### src/rtl/core/imubr_pkg.sv
`timescale 1ns / 1ps

package imubr_pkg;

	localparam int SAMPLE_WIDTH = 16;
	localparam int COUNT_WIDTH  = 12;
	localparam int NUM_AXES     = 6;
	// a full window of worst-case samples fits without overflow
	localparam int SUM_WIDTH    = SAMPLE_WIDTH + COUNT_WIDTH;
	localparam int DATA_WIDTH   = SAMPLE_WIDTH * NUM_AXES;
	localparam int AXIS_W       = $clog2(NUM_AXES);
	localparam int BIT_W        = $clog2(SUM_WIDTH);

	localparam logic [COUNT_WIDTH-1:0] SAMPLE_COUNT_RESET = COUNT_WIDTH'(300);

	localparam logic OP_SAMPLE = 1'b0;
	localparam logic OP_RECAL  = 1'b1;

	typedef enum logic [1:0] {
		ST_IDLE,
		ST_DIV_LOAD,
		ST_DIV_STEP,
		ST_DIV_STORE
	} state_t;

	typedef struct packed {
		logic              accum;
		logic              correct;
		logic              clear;
		logic              div_load;
		logic              div_step;
		logic              bias_wr;
		logic [AXIS_W-1:0] axis;
	} cmd_t;

	typedef struct packed {
		logic out_free;
		logic will_complete;
	} status_t;

endpackage

### src/rtl/core/imu_six_axis_bias_removal.sv
`timescale 1ns / 1ps

// six-axis imu bias removal. while estimating, every sensor sample is summed per axis and
// passed through raw (tuser = 0), one transaction per clock cycle while the output is not
// stalled. the sample that brings the count to sample_count or past it still comes out raw
// and then starts the bias division: one shared restoring divider produces each axis bias
// (sum / count, truncated toward zero) one quotient bit per cycle, and the input stalls while
// the divider walks all six axes. after that each sample comes out with its bias subtracted,
// saturated to 16 bits, with tuser = 1. a recalibrate transaction (tuser = 1 on the input)
// clears the sums, the sample counter and the ready flag and gives no output. a finished
// result waits in an output register, and the next input is taken in the same cycle that
// result is taken. sample_count may only be changed while the block is idle.
module imu_six_axis_bias_removal (
	input  logic                                clk,
	input  logic                                arst_n,
	// configuration: sample count register
	input  logic                                cfg_we,
	input  logic [imubr_pkg::COUNT_WIDTH-1:0]   cfg_wdata,
	// input samples
	input  logic                                s_axis_tvalid,
	output logic                                s_axis_tready,
	// accel_x, accel_y, accel_z, gyro_x, gyro_y, gyro_z (16 bits each, lowest first)
	input  logic [imubr_pkg::DATA_WIDTH-1:0]    s_axis_tdata,
	// opcode: 0 sample, 1 recalibrate
	input  logic                                s_axis_tuser,
	// output samples
	output logic                                m_axis_tvalid,
	input  logic                                m_axis_tready,
	// accel_x_out, accel_y_out, accel_z_out, gyro_x_out, gyro_y_out, gyro_z_out
	output logic [imubr_pkg::DATA_WIDTH-1:0]    m_axis_tdata,
	// corrected: 0 raw, 1 bias subtracted
	output logic                                m_axis_tuser
);

	logic [imubr_pkg::COUNT_WIDTH-1:0] sample_count_q;
	imubr_pkg::cmd_t                   cmd;
	imubr_pkg::status_t                status;

	// sample count register, to be written only while idle; the block itself does not enforce this
	always_ff @(posedge clk or negedge arst_n) begin
		if (!arst_n) begin
			sample_count_q <= imubr_pkg::SAMPLE_COUNT_RESET;
		end else if (cfg_we) begin
			sample_count_q <= cfg_wdata;
		end
	end

	// controller: accept decisions and divide sequencing
	imubr_ctrl u_ctrl (
		.clk       (clk),
		.arst_n    (arst_n),
		.in_valid  (s_axis_tvalid),
		.in_opcode (s_axis_tuser),
		.in_ready  (s_axis_tready),
		.status    (status),
		.cmd       (cmd)
	);

	// datapath: sums, divider, biases, output register
	imubr_dp u_dp (
		.clk           (clk),
		.arst_n        (arst_n),
		.sample_count  (sample_count_q),
		.in_data       (s_axis_tdata),
		.out_data      (m_axis_tdata),
		.out_corrected (m_axis_tuser),
		.out_valid     (m_axis_tvalid),
		.out_ready     (m_axis_tready),
		.cmd           (cmd),
		.status        (status)
	);

endmodule

### src/rtl/core/imubr_ctrl.sv
`timescale 1ns / 1ps

module imubr_ctrl (
	input  logic               clk,
	input  logic               arst_n,
	input  logic               in_valid,
	input  logic               in_opcode,
	output logic               in_ready,
	input  imubr_pkg::status_t status,
	output imubr_pkg::cmd_t    cmd
);

	imubr_pkg::state_t                state_q, state_d;
	logic [imubr_pkg::AXIS_W-1:0]     axis_q, axis_d;
	logic [imubr_pkg::BIT_W-1:0]      bit_q, bit_d;
	logic                             bias_ready_q, bias_ready_d;
	logic                             accept;

	localparam logic [imubr_pkg::AXIS_W-1:0] LAST_AXIS =
		imubr_pkg::AXIS_W'(imubr_pkg::NUM_AXES - 1);
	localparam logic [imubr_pkg::BIT_W-1:0] LAST_BIT =
		imubr_pkg::BIT_W'(imubr_pkg::SUM_WIDTH - 1);

	assign accept = in_valid && in_ready;

	always_ff @(posedge clk or negedge arst_n) begin
		if (!arst_n) begin
			state_q      <= imubr_pkg::ST_IDLE;
			axis_q       <= '0;
			bit_q        <= '0;
			bias_ready_q <= 1'b0;
		end else begin
			state_q      <= state_d;
			axis_q       <= axis_d;
			bit_q        <= bit_d;
			bias_ready_q <= bias_ready_d;
		end
	end

	always_comb begin
		state_d      = state_q;
		axis_d       = axis_q;
		bit_d        = bit_q;
		bias_ready_d = bias_ready_q;
		in_ready     = 1'b0;
		cmd          = '0;
		cmd.axis     = axis_q;
		case (state_q)
			imubr_pkg::ST_IDLE: begin
				in_ready = status.out_free;
				if (accept) begin
					if (in_opcode == imubr_pkg::OP_RECAL) begin
						cmd.clear    = 1'b1;
						bias_ready_d = 1'b0;
					end else if (bias_ready_q) begin
						cmd.correct = 1'b1;
					end else begin
						cmd.accum = 1'b1;
						if (status.will_complete) begin
							state_d = imubr_pkg::ST_DIV_LOAD;
							axis_d  = '0;
						end
					end
				end
			end
			imubr_pkg::ST_DIV_LOAD: begin
				cmd.div_load = 1'b1;
				bit_d        = LAST_BIT;
				state_d      = imubr_pkg::ST_DIV_STEP;
			end
			imubr_pkg::ST_DIV_STEP: begin
				cmd.div_step = 1'b1;
				if (bit_q == '0) begin
					state_d = imubr_pkg::ST_DIV_STORE;
				end else begin
					bit_d = bit_q - 1'b1;
				end
			end
			imubr_pkg::ST_DIV_STORE: begin
				cmd.bias_wr = 1'b1;
				if (axis_q == LAST_AXIS) begin
					bias_ready_d = 1'b1;
					state_d      = imubr_pkg::ST_IDLE;
				end else begin
					axis_d  = axis_q + 1'b1;
					state_d = imubr_pkg::ST_DIV_LOAD;
				end
			end
			default: begin
				state_d = imubr_pkg::ST_IDLE;
			end
		endcase
	end

	a_no_accept_while_dividing: assert property (@(posedge clk) disable iff (!arst_n)
		(state_q != imubr_pkg::ST_IDLE) |-> !in_ready)
		else $error("input accepted during bias division");

	a_ready_after_last_axis: assert property (@(posedge clk) disable iff (!arst_n)
		(state_q == imubr_pkg::ST_DIV_STORE && axis_q == LAST_AXIS)
		|=> (bias_ready_q && state_q == imubr_pkg::ST_IDLE))
		else $error("bias not marked ready after last axis");

	a_recal_clears_ready: assert property (@(posedge clk) disable iff (!arst_n)
		(accept && in_opcode == imubr_pkg::OP_RECAL) |=> !bias_ready_q)
		else $error("recalibrate did not clear bias ready");

	a_complete_starts_divide: assert property (@(posedge clk) disable iff (!arst_n)
		(cmd.accum && status.will_complete) |=> (state_q == imubr_pkg::ST_DIV_LOAD
		&& axis_q == '0))
		else $error("completed window did not start division");

endmodule

### src/rtl/core/imubr_dp.sv
`timescale 1ns / 1ps

module imubr_dp (
	input  logic                                clk,
	input  logic                                arst_n,
	input  logic [imubr_pkg::COUNT_WIDTH-1:0]   sample_count,
	input  logic [imubr_pkg::DATA_WIDTH-1:0]    in_data,
	output logic [imubr_pkg::DATA_WIDTH-1:0]    out_data,
	output logic                                out_corrected,
	output logic                                out_valid,
	input  logic                                out_ready,
	input  imubr_pkg::cmd_t                     cmd,
	output imubr_pkg::status_t                  status
);

	localparam int SW = imubr_pkg::SAMPLE_WIDTH;
	localparam int CW = imubr_pkg::COUNT_WIDTH;
	localparam int UW = imubr_pkg::SUM_WIDTH;
	localparam int NA = imubr_pkg::NUM_AXES;

	logic signed [UW-1:0] sums_q [NA];
	logic signed [SW-1:0] bias_q [NA];
	logic [CW-1:0]        seen_q;
	logic [CW-1:0]        seen_inc;

	logic [CW-1:0]        rem_q;
	logic [UW-1:0]        dq_q;
	logic                 neg_q;
	logic [CW:0]          trial;
	logic                 qbit;
	logic signed [UW-1:0] sel_sum;
	logic [UW-1:0]        quot;

	logic                 out_valid_q;
	logic                 out_corr_q;
	logic [SW-1:0]        out_q [NA];

	logic signed [SW-1:0] smp [NA];
	logic [SW-1:0]        corr [NA];

	assign seen_inc = seen_q + 1'b1;
	assign status.will_complete = (seen_inc >= sample_count) && (seen_inc != '0);
	assign status.out_free = !out_valid_q || out_ready;

	// per-axis sample split and saturating subtract
	always_comb begin
		logic signed [SW:0] diff;
		for (int i = 0; i < NA; i++) begin
			smp[i] = in_data[i*SW +: SW];
			diff   = {smp[i][SW-1], smp[i]} - {bias_q[i][SW-1], bias_q[i]};
			if (diff[SW] != diff[SW-1]) begin
				corr[i] = diff[SW] ? {1'b1, {(SW-1){1'b0}}} : {1'b0, {(SW-1){1'b1}}};
			end else begin
				corr[i] = diff[SW-1:0];
			end
		end
	end

	// restoring divide, one quotient bit a step
	assign sel_sum = sums_q[cmd.axis];
	assign trial   = {rem_q, dq_q[UW-1]};
	assign qbit    = (trial >= {1'b0, seen_q});
	assign quot    = neg_q ? (~dq_q + 1'b1) : dq_q;

	always_ff @(posedge clk or negedge arst_n) begin
		if (!arst_n) begin
			seen_q <= '0;
			for (int i = 0; i < NA; i++) begin
				sums_q[i] <= '0;
				bias_q[i] <= '0;
			end
		end else begin
			if (cmd.clear) begin
				seen_q <= '0;
				for (int i = 0; i < NA; i++) begin
					sums_q[i] <= '0;
				end
			end else if (cmd.accum) begin
				seen_q <= seen_inc;
				for (int i = 0; i < NA; i++) begin
					sums_q[i] <= sums_q[i] + UW'(smp[i]);
				end
			end
			if (cmd.bias_wr) begin
				bias_q[cmd.axis] <= quot[SW-1:0];
			end
		end
	end

	always_ff @(posedge clk) begin
		if (cmd.div_load) begin
			neg_q <= sel_sum[UW-1];
			dq_q  <= sel_sum[UW-1] ? UW'(-sel_sum) : UW'(sel_sum);
			rem_q <= '0;
		end else if (cmd.div_step) begin
			rem_q <= qbit ? CW'(trial - {1'b0, seen_q}) : trial[CW-1:0];
			dq_q  <= {dq_q[UW-2:0], qbit};
		end
	end

	always_ff @(posedge clk or negedge arst_n) begin
		if (!arst_n) begin
			out_valid_q <= 1'b0;
		end else if (cmd.accum || cmd.correct) begin
			out_valid_q <= 1'b1;
		end else if (out_ready) begin
			out_valid_q <= 1'b0;
		end
	end

	always_ff @(posedge clk) begin
		if (cmd.accum || cmd.correct) begin
			out_corr_q <= cmd.correct;
			for (int i = 0; i < NA; i++) begin
				out_q[i] <= cmd.correct ? corr[i] : smp[i];
			end
		end
	end

	always_comb begin
		for (int i = 0; i < NA; i++) begin
			out_data[i*SW +: SW] = out_q[i];
		end
	end

	assign out_valid     = out_valid_q;
	assign out_corrected = out_corr_q;

endmodule

### config.mk
export PLATFORM = sky130hd
export DESIGN_NAME = imu_six_axis_bias_removal
export DESIGN_NICKNAME = d
export VERILOG_FILES = /design/src/rtl/core/imubr_pkg.sv /design/src/rtl/core/imu_six_axis_bias_removal.sv /design/src/rtl/core/imubr_ctrl.sv /design/src/rtl/core/imubr_dp.sv
export SDC_FILE = /design/constraint.sdc
export NUM_CORES = 1
export LEC_CHECK = 0
export BUFFER_PORTS_ARGS = -buffer_cell sky130_fd_sc_hd__clkbuf_2
export CORE_MARGIN = 2
export CORE_UTILIZATION = 35
export DETAILED_ROUTE_END_ITERATION = 7
export PLACE_DENSITY_LB_ADDON = 0.3
export SYNTH_ARGS = -nofsm -noshare
export SYNTH_HDL_FRONTEND = slang
export SYNTH_SLANG_ARGS = --single-unit
### constraint.sdc
create_clock -name clk -period 12.7 [get_ports clk]
set_clock_uncertainty 0.1 [all_clocks]
set_input_delay 1.27 -clock clk [delete_from_list [all_inputs] [get_ports clk]]
set_output_delay 1.27 -clock clk [all_outputs]
set_load 0.02 [all_outputs]
==> results.py <==
metrics = {
    "synthesis": {
        "seq_area_frac_synth_pct": 34.4,
        "async_reset_ff_share_pct": 68.5,
        "synth_ff_type": "dfrtp_1",
        "syn_area_um2": 33600,
        "synth-edff-count": 126,
        "syn-num-nets": 4339,
        "synth-seq-cells": 438,
        "syn_inst": 3918,
        "ys_types": 93,
        "syn_area_per_cell_um2": 8.56,
        "ys_warn_count": 0,
    },
    "setup_path": {
        "crit_fanout": 101,
        "crit_arrival_ns": 5.52,
        "critical_path_buf_inv_count": 4,
        "cp_cell_sequence": "inv_1, ha_1, and2_1, nand2_1, or3_4, buf_4, buf_4, buf_4, a211oi_1, a31o_2",
        "cp-start-kind": "flip-flop",
        "cp_top_family": "buffers and inverters",
        "rr_endpoint": "u_dp.sums_q[116]$_DFFE_PN0P_",
        "critical_path_depth": 10,
        "endpoint_kind": "flip-flop",
        "crit_required_ns": 13.16,
        "critPathKind": "flip-flop to flip-flop",
        "worst-r2r-setup-slack_ns": 7.64,
        "cp-endpoint": "u_dp.sums_q[116]$_DFFE_PN0P_",
        "crit_slowest_cell": "buf_4",
        "crit_path_frequent_cell": "buf_4",
        "reg2reg_from": "u_ctrl.state_q[0]$_DFFE_PN0P_",
        "crit_start": "u_ctrl.state_q[0]$_DFFE_PN0P_",
        "ff2ff_path_depth": 10,
        "critPathMaxStageDelay_ns": 0.87,
    },
    "drt": {
        "wl_per_cell_um": 18.7,
        "vias": 29150,
        "met1Wirelength_um": 46700,
        "wirelength_um": 100000,
        "drtIter0Drc": 2239,
        "drc": 0,
        "vias_per_cell": 5.44,
        "top_layer": "met5",
        "wl_met2_um": 46500,
        "drt_pass1_iterations": 5,
        "met3WireLength_um": 4740,
        "antenna_left": 0,
    },
    "global_route": {
        "grtUsageTotal_pct": 20.0,
        "grt_remaining_overflow": 0,
        "antenna_found_initial": 2,
        "grt_max_degree": 111,
        "grt_pass1_vias": 27223,
        "grt_pass1_wl_um": 156000,
    },
    "floorplanning": {
        "num_rows": 113,
        "die_w_um": 314,
        "die_h_um": 314,
        "core_um2": 95000,
        "dieArea_um2": 98400,
        "initial_core_util_pct": 35.3,
        "pin_count": 213,
    },
    "power_and_ir_drop": {
        "power_mw": 3.41,
        "power_frac_seq_pct": 42.7,
        "power.switching_uw": 897,
        "internal_power_mw": 2.51,
        "share_comb_of_total_power_pct": 10.6,
        "powerDensity_nw_per_um2": 90.2,
        "clock_power_share_pct": 46.7,
        "power_leakage_nw": 16.6,
        "peakVddDrop_uv": 88.5,
        "switching_share_pct": 26.3,
    },
    "final_layout": {
        "synthToLayoutAreaGrowth_pct": 12.6,
        "drive_gt1_share_pct": 10.3,
        "fill_cells": 9668,
        "fin_nets": 4475,
    },
    "job": {
        "maxCapViolations": 0,
    },
    "clocking": {
        "ctsHtreeMaxLevel": 2,
        "cts_buffers": 55,
        "cts_buffer_depth": 3,
        "clock-sinks": 438,
        "clk_latency_ns": 0.66,
        "clkTransAtPathRegs_ns": 0.06,
        "cts_tree": "built",
        "cts_hold_buf": 0,
        "cts_setup_buffers": 0,
        "cts.repair.resized": 0,
        "cts_root_buf": "clkbuf_16",
    },
    "timing": {
        "max_freq_mhz": 198,
        "setup_viol": 0,
        "final-hold-violation-count": 0,
        "worst_slew_pin_slew_ns": 1.22,
        "period_needed_ns": 5.06,
        "relSlewSlack_pct": 18.0,
        "finalMaxSlewViolations": 0,
        "rsz0062_at_grt": "false",
        "tns_ns": 0,
        "finalCritPeriodShare_pct": 39.8,
    },
    "status": {
        "status": "finished, final reports clean",
    },
    "place": {
        "port_buffers": 212,
        "dp_hpwl_um": 74800,
        "globalplace.congestion": 0.910,
    },
    "hold_path": {
        "min_path_type": "flip-flop to flip-flop",
    },
}
flip-flops by register name, summed over array words and instances (netlist names), 2 cells and up:
signal          count
sample_count_q     12
u_ctrl.axis_q       3
u_ctrl.bit_q        5
u_ctrl.state_q      2
u_dp.bias_q        96
u_dp.dq_q          28
u_dp.out_q         96
u_dp.rem_q         12
u_dp.seen_q        12
u_dp.sums_q       168
layer usage:
| metal | vias to the layer above | track usage [%] |
|---|---|---|
| li1 | 14513 | - |
| met1 | 13840 | 27.6 |
| met2 | 677 | 32.8 |
| met3 | 116 | 2.30 |
| met4 | 4 | 5.86 |
| met5 | - | 0 |
metrics by stage:
stage	utilization [%]	worst slack [ns]	instance area (µm²)	hold WS [ns]	cells
floorplan	-	5.14	33600	0.344	3918
global placement	37.8	7.14	35900	0.362	5262
detailed placement	37.8	7.05	35900	0.370	5262
CTS	39.8	7.70	37800	0.383	5362
global route	39.8	7.27	37800	0.400	5362
finish	39.8	7.64	37800	0.377	5363
cells by family (layout without fill, tap and decap cells):
family,Yosys count,after routing,synth area share (%)
compound gates,1243,1243,22.8
simple gates,1158,1158,16.1
flops,438,438,34.4
buf+inv,409,588,4.68
fa+ha+maj,324,324,12.2
xor+xnor,234,234,6.11
mux,112,112,3.61
other cells,0,1,0
final cells by class:
cell class,instances,area [µm²],area share (%)
Clock inverter,20,199,0.527
Inverter,241,905,2.39
Antenna cell,1,2.50,0.00662
Sequential cell,438,11500,30.5
Clock buffer,80,1640,4.33
Multi-Input combinational cell,3071,20600,54.5
Timing Repair Buffer,247,1330,3.53
Tap cell,1265,1580,4.19
Yosys cell counts, drive strengths merged, types with 71 or more instances:
cell | instances | area (µm²)
a21o | 78 | 593
a21oi | 260 | 1310
clkbuf | 143 | 537
dfrtp | 296 | 7410
edfxtp | 126 | 3780
ha | 294 | 3680
inv | 241 | 905
nand2 | 403 | 1510
nand3 | 205 | 1030
nor2 | 222 | 836
nor3 | 71 | 355
o21ai | 492 | 2460
xnor2 | 140 | 1230
xor2 | 94 | 823
how the worst min path moves through the flow:
stage | start | slack, ns | to | cells after the start
4_1_cts | u_dp.bias_q[69]$_DFFE_PN0P_ | 0.38 | u_dp.bias_q[69]$_DFFE_PN0P_ | 2
6_report | u_dp.bias_q[85]$_DFFE_PN0P_ | 0.38 | u_dp.bias_q[85]$_DFFE_PN0P_ | 2
3_3_place_gp | u_dp.bias_q[2]$_DFFE_PN0P_ | 0.36 | u_dp.bias_q[2]$_DFFE_PN0P_ | 2
3_5_place_dp | u_dp.bias_q[8]$_DFFE_PN0P_ | 0.37 | u_dp.bias_q[8]$_DFFE_PN0P_ | 2
5_1_grt | u_dp.bias_q[93]$_DFFE_PN0P_ | 0.40 | u_dp.bias_q[93]$_DFFE_PN0P_ | 2
2_1_floorplan | u_dp.sums_q[139]$_DFFE_PN0P_ | 0.34 | u_dp.sums_q[139]$_DFFE_PN0P_ | 1
cells in the final DEF (no fill, tap or decap), types with 25 or more instances in the layout:
master	instances
nand3_1	204
nor2b_1	53
mux2_2	32
ha_1	293
a211oi_1	34
o21ai_1	41
a21o_1	77
dfrtp_1	294
mux2i_1	62
a21oi_1	258
clkbuf_16	59
nand2b_1	53
o211ai_1	37
o21a_1	45
edfxtp_1	126
nor2_1	219
inv_1	240
and3_1	25
xor2_1	89
xnor2_1	136
buf_4	35
o31ai_1	48
clkbuf_2	211
nand2_1	402
o21ai_0	451
nor3_1	70
a31oi_1	49
power by group through the flow:
| stage | combinational, mW | sequential [mW] | clock [mW] |
|---|---|---|---|
| floorplan | 0.236 | 1.48 | 0 |
| global placement | 0.355 | 1.48 | 0 |
| detailed placement | 0.359 | 1.48 | 0 |
| CTS | 0.361 | 1.45 | 1.63 |
| global route | 0.406 | 1.45 | 1.69 |
| finish | 0.360 | 1.45 | 1.59 |
worst reg2reg max path, stage by stage (launching register included):
cell and delay, ns:
dfrtp_1 0.38, inv_1 0.11, ha_1 0.36, and2_1 0.27, nand2_1 0.23, or3_4 0.67, buf_4 0.91, buf_4 0.96
buf_4 0.66, a211oi_1 0.11, a31o_2 0.23
(Power assumes the default switching activity.)
